==> config.mk <==
export PLATFORM = sky130hd
export DESIGN_NAME = smb_ctrl
export DESIGN_NICKNAME = d
export VERILOG_FILES = /design/src/design/smb_pkg.sv /design/src/design/smb_ctrl.sv
export SDC_FILE = /design/constraint.sdc
export NUM_CORES = 1
export LEC_CHECK = 0
export BUFFER_PORTS_ARGS = -buffer_cell sky130_fd_sc_hd__buf_4
export CELL_PAD_IN_SITES_DETAIL_PLACEMENT = 0
export CELL_PAD_IN_SITES_GLOBAL_PLACEMENT = 1
export CORE_AREA = 5 5 42 44
export DETAILED_ROUTE_END_ITERATION = 16
export DIE_AREA = 0 0 47 49
export PLACE_DENSITY_LB_ADDON = 0.1
export SLEW_MARGIN = 30
export SYNTH_ARGS = -nofsm -noshare
export SYNTH_HDL_FRONTEND = slang
export SYNTH_SLANG_ARGS = --single-unit
==> constraint.sdc <==
create_clock -name clk_i -period 3.05 [get_ports clk_i]
set_input_delay 0.305 -clock clk_i [delete_from_list [all_inputs] [get_ports clk_i]]
set_output_delay 0.305 -clock clk_i [all_outputs]
set_load 0.02 [all_outputs]
==> src/design/smb_pkg.sv <==
// shared constants and types for the sliding minimum background subtractor
`default_nettype none
package smb_pkg;

  localparam int unsigned BEHIND      = 250;
  localparam int unsigned AHEAD       = 249;
  localparam int unsigned RING_DEPTH  = 512;
  localparam int unsigned SAMPLE_BITS = 16;
  localparam int unsigned RING_AW     = $clog2(RING_DEPTH);
  localparam int unsigned CNT_W       = 32;

  localparam logic [1:0] MODE_SAMPLE = 2'd0;
  localparam logic [1:0] MODE_LAST   = 2'd1;
  localparam logic [1:0] MODE_DRAIN  = 2'd2;

  typedef struct packed {
    logic [1:0]             mode;
    logic [SAMPLE_BITS-1:0] sample;
  } smb_in_t;

  typedef struct packed {
    logic [SAMPLE_BITS-1:0] corrected;
    logic                   last;
  } smb_out_t;

  typedef struct packed {
    logic [RING_AW-1:0]     idx;
    logic [SAMPLE_BITS-1:0] val;
  } smb_dq_t;

  typedef struct packed {
    logic load;
    logic pop_tail;
    logic push;
    logic last;
    logic expire;
    logic emit;
  } smb_cmd_t;

  typedef struct packed {
    logic ended;
    logic pend_zero;
    logic pend_ge_ahead;
    logic tail_pop_ok;
    logic out_free;
  } smb_stat_t;

endpackage
`default_nettype wire

==> src/design/smb_ctrl.sv <==
// sequencing state machine for the sliding minimum background subtractor
`default_nettype none
module smb_ctrl (
  input  wire logic              clk_i,
  input  wire logic              rst_ni,
  input  wire logic              in_valid_i,
  input  wire logic [1:0]        in_mode_i,
  output logic                   in_ready_o,
  input  wire smb_pkg::smb_stat_t stat_i,
  output smb_pkg::smb_cmd_t      cmd_o
);

  typedef enum logic [3:0] {
    S_IDLE = 4'b0001,
    S_POP  = 4'b0010,
    S_WAIT = 4'b0100,
    S_EMIT = 4'b1000
  } state_e;

  state_e state_q, state_d;
  logic   last_q, last_d;
  logic   accept;

  assign in_ready_o = (state_q == S_IDLE);
  assign accept     = in_valid_i && in_ready_o;

  always_comb begin
    state_d = state_q;
    last_d  = last_q;
    cmd_o   = '0;
    cmd_o.last = last_q;
    unique case (state_q)
      S_IDLE: begin
        if (accept) begin
          cmd_o.load = 1'b1;
          priority if ((in_mode_i == smb_pkg::MODE_SAMPLE) ||
                       (in_mode_i == smb_pkg::MODE_LAST)) begin
            if (!stat_i.ended) begin
              state_d = S_POP;
              last_d  = (in_mode_i == smb_pkg::MODE_LAST);
            end
          end else if (in_mode_i == smb_pkg::MODE_DRAIN) begin
            if (stat_i.ended && !stat_i.pend_zero) begin
              state_d = S_WAIT;
            end
          end else begin
            state_d = S_IDLE;
          end
        end
      end
      S_POP: begin
        if (stat_i.tail_pop_ok) begin
          cmd_o.pop_tail = 1'b1;
        end else begin
          cmd_o.push = 1'b1;
          state_d    = stat_i.pend_ge_ahead ? S_WAIT : S_IDLE;
        end
      end
      S_WAIT: begin
        cmd_o.expire = 1'b1;
        state_d      = S_EMIT;
      end
      S_EMIT: begin
        if (stat_i.out_free) begin
          cmd_o.emit = 1'b1;
          state_d    = S_IDLE;
        end
      end
      default: state_d = S_IDLE;
    endcase
  end

  always_ff @(posedge clk_i or negedge rst_ni) begin
    if (!rst_ni) begin
      state_q <= S_IDLE;
      last_q  <= 1'b0;
    end else begin
      state_q <= state_d;
      last_q  <= last_d;
    end
  end

endmodule
`default_nettype wire

# [Word level (Yosys, flattened, before mapping)]
# Index checks and enable logic that the tools add are counted.
# Widths: inputs -> output; s select.
[totals] input_bits=10 output_inout_bits=7 register_bits=5
[classes] bitwise_logic=1 eq_ne=11 reduce_logical=7 n_mux=17
[ops] operator="$mux 4" n=7
[ops] operator="$pmux 4 s4" n=1
[ops] operator="$mux 1" n=7
[ops] operator="$reduce_and 5->1" n=1
[ops] operator="$eq 4x1->1 const B" n=1
[ops] operator="$eq 4x2->1 const B" n=1
[ops] operator="$eq 4x3->1 const B" n=1
[ops] operator="$eq 4x4->1 const B" n=1
[ops] operator="$ne 2x2->1 const B" n=2
[ops] operator="$ne 4x3->1 const B" n=1
[ops] operator="$reduce_and 4->1" n=1
[ops] operator="$mux 3" n=1
[ops] operator="$ne 3x3->1 const B" n=1
[ops] operator="$eq 2x1->1 const B" n=1
[ops] operator="$eq 2x2->1 const B" n=1
[ops] operator="$logic_and 1x1->1" n=2
[ops] operator="$logic_not 2->1" n=1
[ops] operator="$mux 2" n=1
[ops] operator="$ne 2x1->1 const B" n=1
[ops] operator="$logic_not 1->1" n=1
[ops] operator="$logic_or 1x1->1" n=1
[ops] operator="$not 1->1" n=1

# [Depth between registers and ports, before layout]
# Gate-level depths: netlist of run 1.
[logic_depth] ltp_word=7 depth_mapped=4 ltp_nobuf=3

# [Least setup slack after synthesis of run 1]
# Ideal clock, no wire load.
[synth_timing] kind="reg2out" from="register state_q[0]" to="output port cmd_o[5] (netlist bit)" stages_incl_launch_ff=3 path_buffers=0 t_required_ps=2745 setup_slack_ps=1407 t_arrival_ps=1338 cell_sequence="dfstp_2 > nor4b_4 > and2_2"
[synth_rtl] item="start, declared" line_no="smb_ctrl.sv:20" text="state_e state_q, state_d;"
[synth_rtl] item="start signal, assigned" line_no="smb_ctrl.sv:78" text="state_q <= state_d;"
[synth_rtl] item="end, declared" line_no="smb_ctrl.sv:10" text="output smb_pkg::smb_cmd_t cmd_o"

==> reports/qor.txt, run 1 <==
H-tree lvl count: 1
Avg Vias per Cell: 4.96
Layout net count: 68
Clk_skew: 6.91 ps
Post-synthesis sequential area ratio: 0.326
Top post-synthesis cells by area: dfrtp_1 (26%), a211oi_1 (7.7%), dfstp_2 (6.8%)
Worst hold stages: 2
CP bufs+invs: 1
Synth Area per Inst: 10.2 um2
CP Max Fanout: 7
Slowest CP cell: dfstp_2
Antenna violations before repair: 0
Die area: 2300 um2
Leading area contributor after synthesis: dfrtp_1
Port buffer count: 16
Antenna-violating nets left: 0
Ports: 17
Maximum clock insertion buffer count: 2
Number of buffers created by CTS: 3
Die Width: 47 um
DRT Pass-1 Iters: 2
Final non-filler cell area: 546 um2
Max Cap Viol: 0
CTS Sinks: 5
Synth Register Bits: 5
First-iteration detailed-routing DRC count: 1
Die H: 49 um
Power, Total: 0.236 mW
Share of the synthesized area in the top cell type: 0.258
Hold_buf cts: 1
DR vias: 362
Synth Cell Area: 388 um2
HPWL Detailed: 753 um
Crit-path cells: nor4b_4 -> and2_2 -> buf_4
Netlist cell types: 25
Worst r2r path cells: 3
Status: completed
Crit path largest cell delay: 580 ps
Clock period minus worst slack: 1880 ps
Root Buffer: clkbuf_4
Effective utilization at floorplan: 0.277
First-pass GRT wire length: 1600 um
Unrepaired setup endpoints after global routing: no
Synth Instances: 38
CP top delay family: simple AND/OR/NAND/NOR gates
Clk pin slew, worst setup/hold paths: 40 ps
Ratio of cells with drive above 1 in the final layout: 0.439
Fin crit share: 0.615
Area delta synth->final: 40.6%
Floorplan Core Area: 1400 um2
Endpoints failing hold: 0
DRT Wirelength: 900 um
Largest net degree at the start of global routing: 10
Stages on the worst setup path: 3
Req. time, crit path: 2740 ps
Clk_lat worst skew: 240 ps
Syn Nets: 48
Synth warnings: 0
FMAX: 533 MHz
HP Class: primary input to register
Slew margin rel.: 0.685
CP Capture Type: output pin
Hold_ws: 328 ps
Critical path launch point type: register
Max Slew Vio Count: 0
Gr ovfl total: 0
Post-CTS sizing: 0
Setup violators final: 0
CP Class: register to output pin
Worst slew pin tran: 466 ps
Pre-CTS WS: 1430 ps
Final setup TNS: 0 ps
Num rows: 14
Antenna Cells: 0
Post-CTS setup buffers: 0
CTS tree: built
DRC violations left: 0
Power Density: 432 nW/um2
Leakage: 0.241 nW
PnR worst setup slack: 1170 ps
Final GP Congestion: 0.682
Number of global-route vias before repair: 363
All-layer global routing usage: 0.0959
DP Area: 509 um2
Crit path DAT: 1570 ps
Maximum VDD drop: 142 uV
Routed wire per std cell: 12.3 um
sequential cells by signal, indices dropped and copies added, names as in the netlist:
register,count
state_q,4
last_q,1
cell usage in the layout, fill, tap and decap left out, types with 2 or more instances in the layout:
cell type	n
dfrtp_1	4
nor3_1	3
a211oi_1	4
clkbuf_4	3
nand2b_1	3
nand3b_1	3
and2_1	2
buf_4	16
Yosys cell counts, drive strengths merged:
cell type / instances
a211oi: 4
dfrtp: 4
and2: 3
nand2b: 3
nand3b: 3
nor3: 3
buf: 2
nor4b: 2
or3b: 2
a32oi: 1
and3b: 1
dfstp: 1
inv: 1
mux2: 1
nand2: 1
nand3: 1
nor2: 1
nor2b: 1
o2111a: 1
o21bai: 1
o31ai: 1
stage by stage:
step	instances	util
5_1_grt	73	0.389
3_5_place_dp	68	0.363
4_1_cts	73	0.389
6_report	73	0.389
2_1_floorplan	38	-
3_3_place_gp	68	0.363
power by group:
part / internal [mW] / leakage, nW / switching (mW)
combinational: 0.0388 / 0.163 / 0.0330
clock: 0.0496 / 0.0150 / 0.0296
sequential: 0.0749 / 0.0636 / 0.00982
total: 0.163 / 0.241 / 0.0724
layout make-up:
cell class                      instances  area [um2]
Tap cell                               16        20.0
Timing Repair Buffer                   17         130
Clock buffer                            4        26.3
Fill cell                             155         856
Sequential cell                         5         126
Multi-Input combinational cell         30         239
Inverter                                1        3.75
cell families (layout without fill, tap and decap cells):
kind of cell           after synthesis  in the layout  share of synthesized area
multiplexers                         1              1                     0.0387
AND/OR/NAND/NOR                     21             21                      0.410
buffers and inverters                3             22                     0.0581
AO/OA/AOI/OAI                        8              8                      0.168
flip-flops                           5              5                      0.326
per-layer routing:
layer,wire [um],GRT usage,up-vias,part of all wire
met5,0,0,-,0
met4,0,0.0691,0,0
met3,30,0.0221,0,0.033
met2,407,0.113,9,0.45
met1,463,0.143,170,0.51
li1,-,-,183,-
final timing paths:
path	start	endpoint	slack [ps]
hold / removal	in_mode_i[0]	last_q	330
max in group asynchronous	rst_ni	state_q[0]	2450
min in group asynchronous	rst_ni	state_q[3]	400
setup reg to reg	state_q[0]	last_q	1500
hold reg to reg	last_q	last_q	520
setup / recovery	state_q[0]	cmd_o[5]	1170
No activity file was read; power rests on OpenSTA's default activity.
==> run 2: changes to the inputs <==
--- a/config.mk
+++ b/config.mk
@@ -8,9 +8,9 @@
 export BUFFER_PORTS_ARGS = -buffer_cell sky130_fd_sc_hd__buf_4
 export CELL_PAD_IN_SITES_DETAIL_PLACEMENT = 0
 export CELL_PAD_IN_SITES_GLOBAL_PLACEMENT = 1
-export CORE_AREA = 5 5 42 44
+export CORE_MARGIN = 5
+export CORE_UTILIZATION = 28
 export DETAILED_ROUTE_END_ITERATION = 16
-export DIE_AREA = 0 0 47 49
 export PLACE_DENSITY_LB_ADDON = 0.1
 export SLEW_MARGIN = 30
 export SYNTH_ARGS = -nofsm -noshare
==> constraint.sdc (replaced) <==
create_clock -name clk_i -period 1.6 [get_ports clk_i]
set_input_delay 0.16 -clock clk_i [delete_from_list [all_inputs] [get_ports clk_i]]
set_output_delay 0.16 -clock clk_i [all_outputs]
set_load 0.02 [all_outputs]
==> run 2 against run 1 <==
  * Core utilization increased by 9.1 points
  * Wire length increased by 13%
  * Largest cell class unchanged
  * First-iteration DRC count unchanged
==> reports/qor.txt, run 2 (synthesized netlist as in run 1, its figures left out) <==
Status: completed
Power Density: 767 nW/um2
CP Class: register to output pin
All-layer global routing usage: 0.103
First-pass GRT wire length: 1630 um
Slew margin rel.: 0.804
DRT Wirelength: 1020 um
Die H: 47.2 um
Port buffer count: 16
DRT Pass-1 Iters: 4
Die area: 2230 um2
Max FFs per register: 4
Routed wire per std cell: 12.9 um
DRC violations left: 0
Clock period minus worst slack: 1550 ps
Clk pin slew, worst setup/hold paths: 50 ps
Metal3 WL: 64 um
Critical path launch point type: register
CP Capture Type: output pin
Floorplan Core Area: 1300 um2
Ratio of cells with drive above 1 in the final layout: 0.594
Most flops, register: state_q
Antenna Cells: 0
Req. time, crit path: 1440 ps
HP Class: primary input to register
Gr ovfl total: 0
Number of global-route vias before repair: 428
Top layer in use: met4
Effective utilization at floorplan: 0.298
Crit path largest cell delay: 550 ps
CP Max Fanout: 4
CTS tree: built
Endpoints failing hold: 0
Most frequent cells in the layout: buf_4 (21), a211oi_1 (4)
Leakage: 0.274 nW
FMAX: 644 MHz
Crit-path cells: nor4b_4 -> and2_2 -> buf_4
Root Buffer: clkbuf_4
Num rows: 13
Crit path DAT: 1390 ps
Largest registers: state_q: 4 flops, last_q: 1 flops
Final setup TNS: 0 ps
Fill cells: 136
Most common cell after layout, fill and taps aside: buf_4
Maximum VDD drop: 389 uV
Area of the multi-input gates: 255 um2
Power, Total: 0.479 mW
Slowest CP cell: dfstp_2
H-tree lvl count: 1
Number of buffers created by CTS: 3
Antenna violations before repair: 0
Fin crit share: 0.970
Maximum clock insertion buffer count: 2
Avg Vias per Cell: 5.09
Area delta synth->final: 61.0%
Layout net count: 75
Die Width: 47.2 um
Clk_lat worst skew: 240 ps
Max Cap Viol: 0
Max Slew Vio Count: 0
Ports: 17
Post-Route M1 WL: 438 um
Antenna-violating nets left: 0
DR vias: 402
Largest net degree at the start of global routing: 10
Clk_skew: 6.69 ps
Worst slew pin tran: 291 ps
Setup violators final: 0
Met2 wire len: 499 um
FF+latch area: 130 um2
CTS Sinks: 5
First-iteration detailed-routing DRC count: 1
Final GP Congestion: 0.837
run 2: stage by stage:
stage / hold WS, ps / setup slack (ps) / cell area [um2] / cells / util
6_report: 185 / 47.7 / 624 / 79 / 0.480
5_1_grt: 183 / -13.7 / 624 / 79 / 0.480
4_1_cts: 180 / 31.5 / 583 / 76 / 0.448
3_5_place_dp: -36.0 / 156 / 523 / 69 / 0.402
3_3_place_gp: -39.5 / 157 / 523 / 69 / 0.402
2_1_floorplan: -136 / 6.62 / 388 / 38 / -
run 2: final timing paths:
| kind | startpoint | endpoint | slack (ps) | cells after the start |
|---|---|---|---|---|
| worst max-delay path | state_q[0] | cmd_o[5] | 50 | 3 |
| worst min-delay path | in_mode_i[0] | last_q | 190 | 2 |
| worst max register to register | state_q[0] | state_q[2] | 100 | 5 |
| worst min register to register | last_q | last_q | 520 | 1 |
| max in group asynchronous | rst_ni | state_q[0] | 1150 | 2 |
| min in group asynchronous | rst_ni | state_q[3] | 250 | 2 |
run 2: layer usage:
layer  GRT usage  vias to the layer above
met3      0.0153                        2
li1            -                      199
met1       0.104                      186
met5           0                        -
met4      0.0663                        0
met2       0.193                       15
run 2: cell type report:
class | instances | share of cell area
repair buffers | 24 | 0.305
well taps | 15 | 0.0301
flip-flops and latches | 5 | 0.208
inverters | 1 | 0.00601
multi-input cells | 30 | 0.409
clock buffers | 4 | 0.0421
run 2: worst max-delay path: cells and delay by family, from the launching register on:
kind	cells	cell delay (ps)
flip-flops	1	550
AND/OR/NAND/NOR	2	470
buffers and inverters	1	130
run 2: what timing repair did:
action,in CTS,in global routing
hold endpoints to repair,5,0
pin swaps,0,2
setup endpoints to repair,4,4
buffers inserted,2,3
resized for setup,3,6
hold buffers,1,0
run 2: report_power, final:
part | internal [mW] | switching, mW | total, mW | leakage (nW)
combinational | 0.0995 | 0.0736 | 0.173 | 0.200
sequential | 0.144 | 0.0175 | 0.161 | 0.0588
clock | 0.0942 | 0.0503 | 0.144 | 0.0150
total | 0.338 | 0.141 | 0.479 | 0.274
==> run 3: changes to the inputs <==
--- a/config.mk
+++ b/config.mk
@@ -6,12 +6,15 @@
 export NUM_CORES = 1
 export LEC_CHECK = 0
 export BUFFER_PORTS_ARGS = -buffer_cell sky130_fd_sc_hd__buf_4
+export CAP_MARGIN = 20
 export CELL_PAD_IN_SITES_DETAIL_PLACEMENT = 0
 export CELL_PAD_IN_SITES_GLOBAL_PLACEMENT = 1
 export CORE_MARGIN = 5
 export CORE_UTILIZATION = 28
 export DETAILED_ROUTE_END_ITERATION = 16
+export MAX_ROUTING_LAYER = met4
 export PLACE_DENSITY_LB_ADDON = 0.1
+export REMOVE_ABC_BUFFERS = 1
 export SLEW_MARGIN = 30
 export SYNTH_ARGS = -nofsm -noshare
 export SYNTH_HDL_FRONTEND = slang
==> run 3 against run 2 <==
  * The run now ends with negative setup slack left
  * Maximum frequency is 3.5% lower
  * Clock power hardly changed
  * Register-to-register slack better by 50 ps
  * Sequential cell count stayed put
  * Total power is 2.0% higher
  * Cell area is 2.6% lower
  * Final cell count is 1.3% lower
  * First-iteration DRC count grew to 6.0 times the previous value
  * Largest power group unchanged
==> reports/qor.txt, run 3 (synthesized netlist as in run 1, its figures left out) <==
Avg Vias per Cell: 5.10
Most frequent cells in the layout: buf_4 (20), a211oi_1 (4)
Floorplan Core Area: 1300 um2
Number of buffers created by CTS: 3
Logic gate share of total power: 0.374
Largest registers: state_q: 4 flops, last_q: 1 flops
Routed wire per std cell: 13.4 um
Setup violators final: 1
FMAX: 622 MHz
DRT Pass-1 Iters: 4
Worst slew pin tran: 346 ps
CP Class: register to output pin
Most common cell after layout, fill and taps aside: buf_4
Clk_lat worst skew: 240 ps
Sw power: 0.145 mW
First-pass GRT wire length: 1460 um
Maximum clock insertion buffer count: 2
Switching Fraction: 0.298
Layout net count: 74
Largest net degree at the start of global routing: 10
Final GP Congestion: 0.812
Maximum VDD drop: 302 uV
Antenna-violating nets left: 0
Leakage: 0.270 nW
Num rows: 13
Unrepaired setup endpoints after global routing: yes
Port buffer count: 16
Die H: 47.2 um
Max FFs per register: 4
Hold_ws: 193 ps
Clk pin slew, worst setup/hold paths: 40 ps
Crit path DAT: 1450 ps
Ratio of cells with drive above 1 in the final layout: 0.556
Endpoints failing hold: 0
Most flops, register: state_q
Max Cap Viol: 0
Slew margin rel.: 0.768
Power Density: 803 nW/um2
Clock period minus worst slack: 1610 ps
HP Class: primary input to register
Req. time, crit path: 1440 ps
Critical path launch point type: register
Effective utilization at floorplan: 0.298
CP Max Fanout: 4
Status: complete, but fails checks
DRC violations left: 0
CTS tree: built
Antenna violations before repair: 0
Gr ovfl total: 0
HPWL Detailed: 798 um
First-iteration detailed-routing DRC count: 6
Area delta synth->final: 56.8%
Clk_skew: 4.88 ps
PnR worst setup slack: -8.90 ps
Fin crit share: 1.01
Die area: 2230 um2
Antenna Cells: 0
P_int: 0.343 mW
Violations in the final reports: negative setup slack
CP Capture Type: output pin
Max Slew Vio Count: 0
Ports: 17
All-layer global routing usage: 0.0966
Flop pwr share: 0.330
Die Width: 47.2 um
Root Buffer: clkbuf_4
DR vias: 398
H-tree lvl count: 1
Number of global-route vias before repair: 349
CTS Sinks: 5
Clk pwr share: 0.296
Final setup TNS: -8.90 ps
DRT Wirelength: 1050 um
run 3: what timing repair did:
action                     in CTS  in global routing
setup buffers                   1                  3
pin swaps                       1                  1
hold buffers                    1                  0
hold endpoints to repair        5                  0
setup endpoints to repair       4                  4
resized for setup               3                  4
run 3: layer usage:
metal	vias up	share of wire	global-route usage
li1	196	-	-
met1	191	0.44	0.128
met2	11	0.51	0.134
met3	0	0.046	0.0115
met4	0	0	0.0663
met5	-	0	-
run 3: path summary, 6_finish.rpt:
check	startpoint	endpoint	slack [ps]	depth (start not counted)
setup / recovery	state_q[0]	cmd_o[5]	-9	3
min in group asynchronous	rst_ni	state_q[3]	260	2
setup reg to reg	state_q[0]	last_q	150	3
hold / removal	in_mode_i[0]	last_q	190	2
hold reg to reg	last_q	last_q	510	1
max in group asynchronous	rst_ni	state_q[0]	1140	2
run 3: power by group through the flow:
stage	Sequential, mW	Clock (mW)	Combinational (mW)
floorplan	0.170	0	0.0682
global placement	0.163	0	0.146
detailed placement	0.163	0	0.147
CTS	0.160	0.149	0.154
global route	0.163	0.152	0.194
finish	0.161	0.145	0.182
run 3: final cells by class:
class / instances / area, um2
sequential: 5 / 130
fill: 147 / 693
tap: 15 / 18.8
inverter: 1 / 3.75
timing repair buffer: 23 / 183
multi-input combinational: 30 / 246
clock buffer: 4 / 26.3
run 3: critical path, cell delays in order, from the launching register on:
cell     delay (ps)
dfstp_2         560
nor4b_4         330
and2_4          220
buf_6           110
run 3: through the flow:
step | std cells | total power, mW | area [um2] | util | setup WS (ps)
floorplan | 36 | 0.238 | 369 | - | -7.06
global placement | 69 | 0.309 | 523 | 0.402 | 136
detailed placement | 69 | 0.310 | 523 | 0.402 | 121
CTS | 75 | 0.463 | 571 | 0.438 | -0.475
global route | 78 | 0.509 | 608 | 0.467 | -53.9
finish | 78 | 0.488 | 608 | 0.467 | -8.90
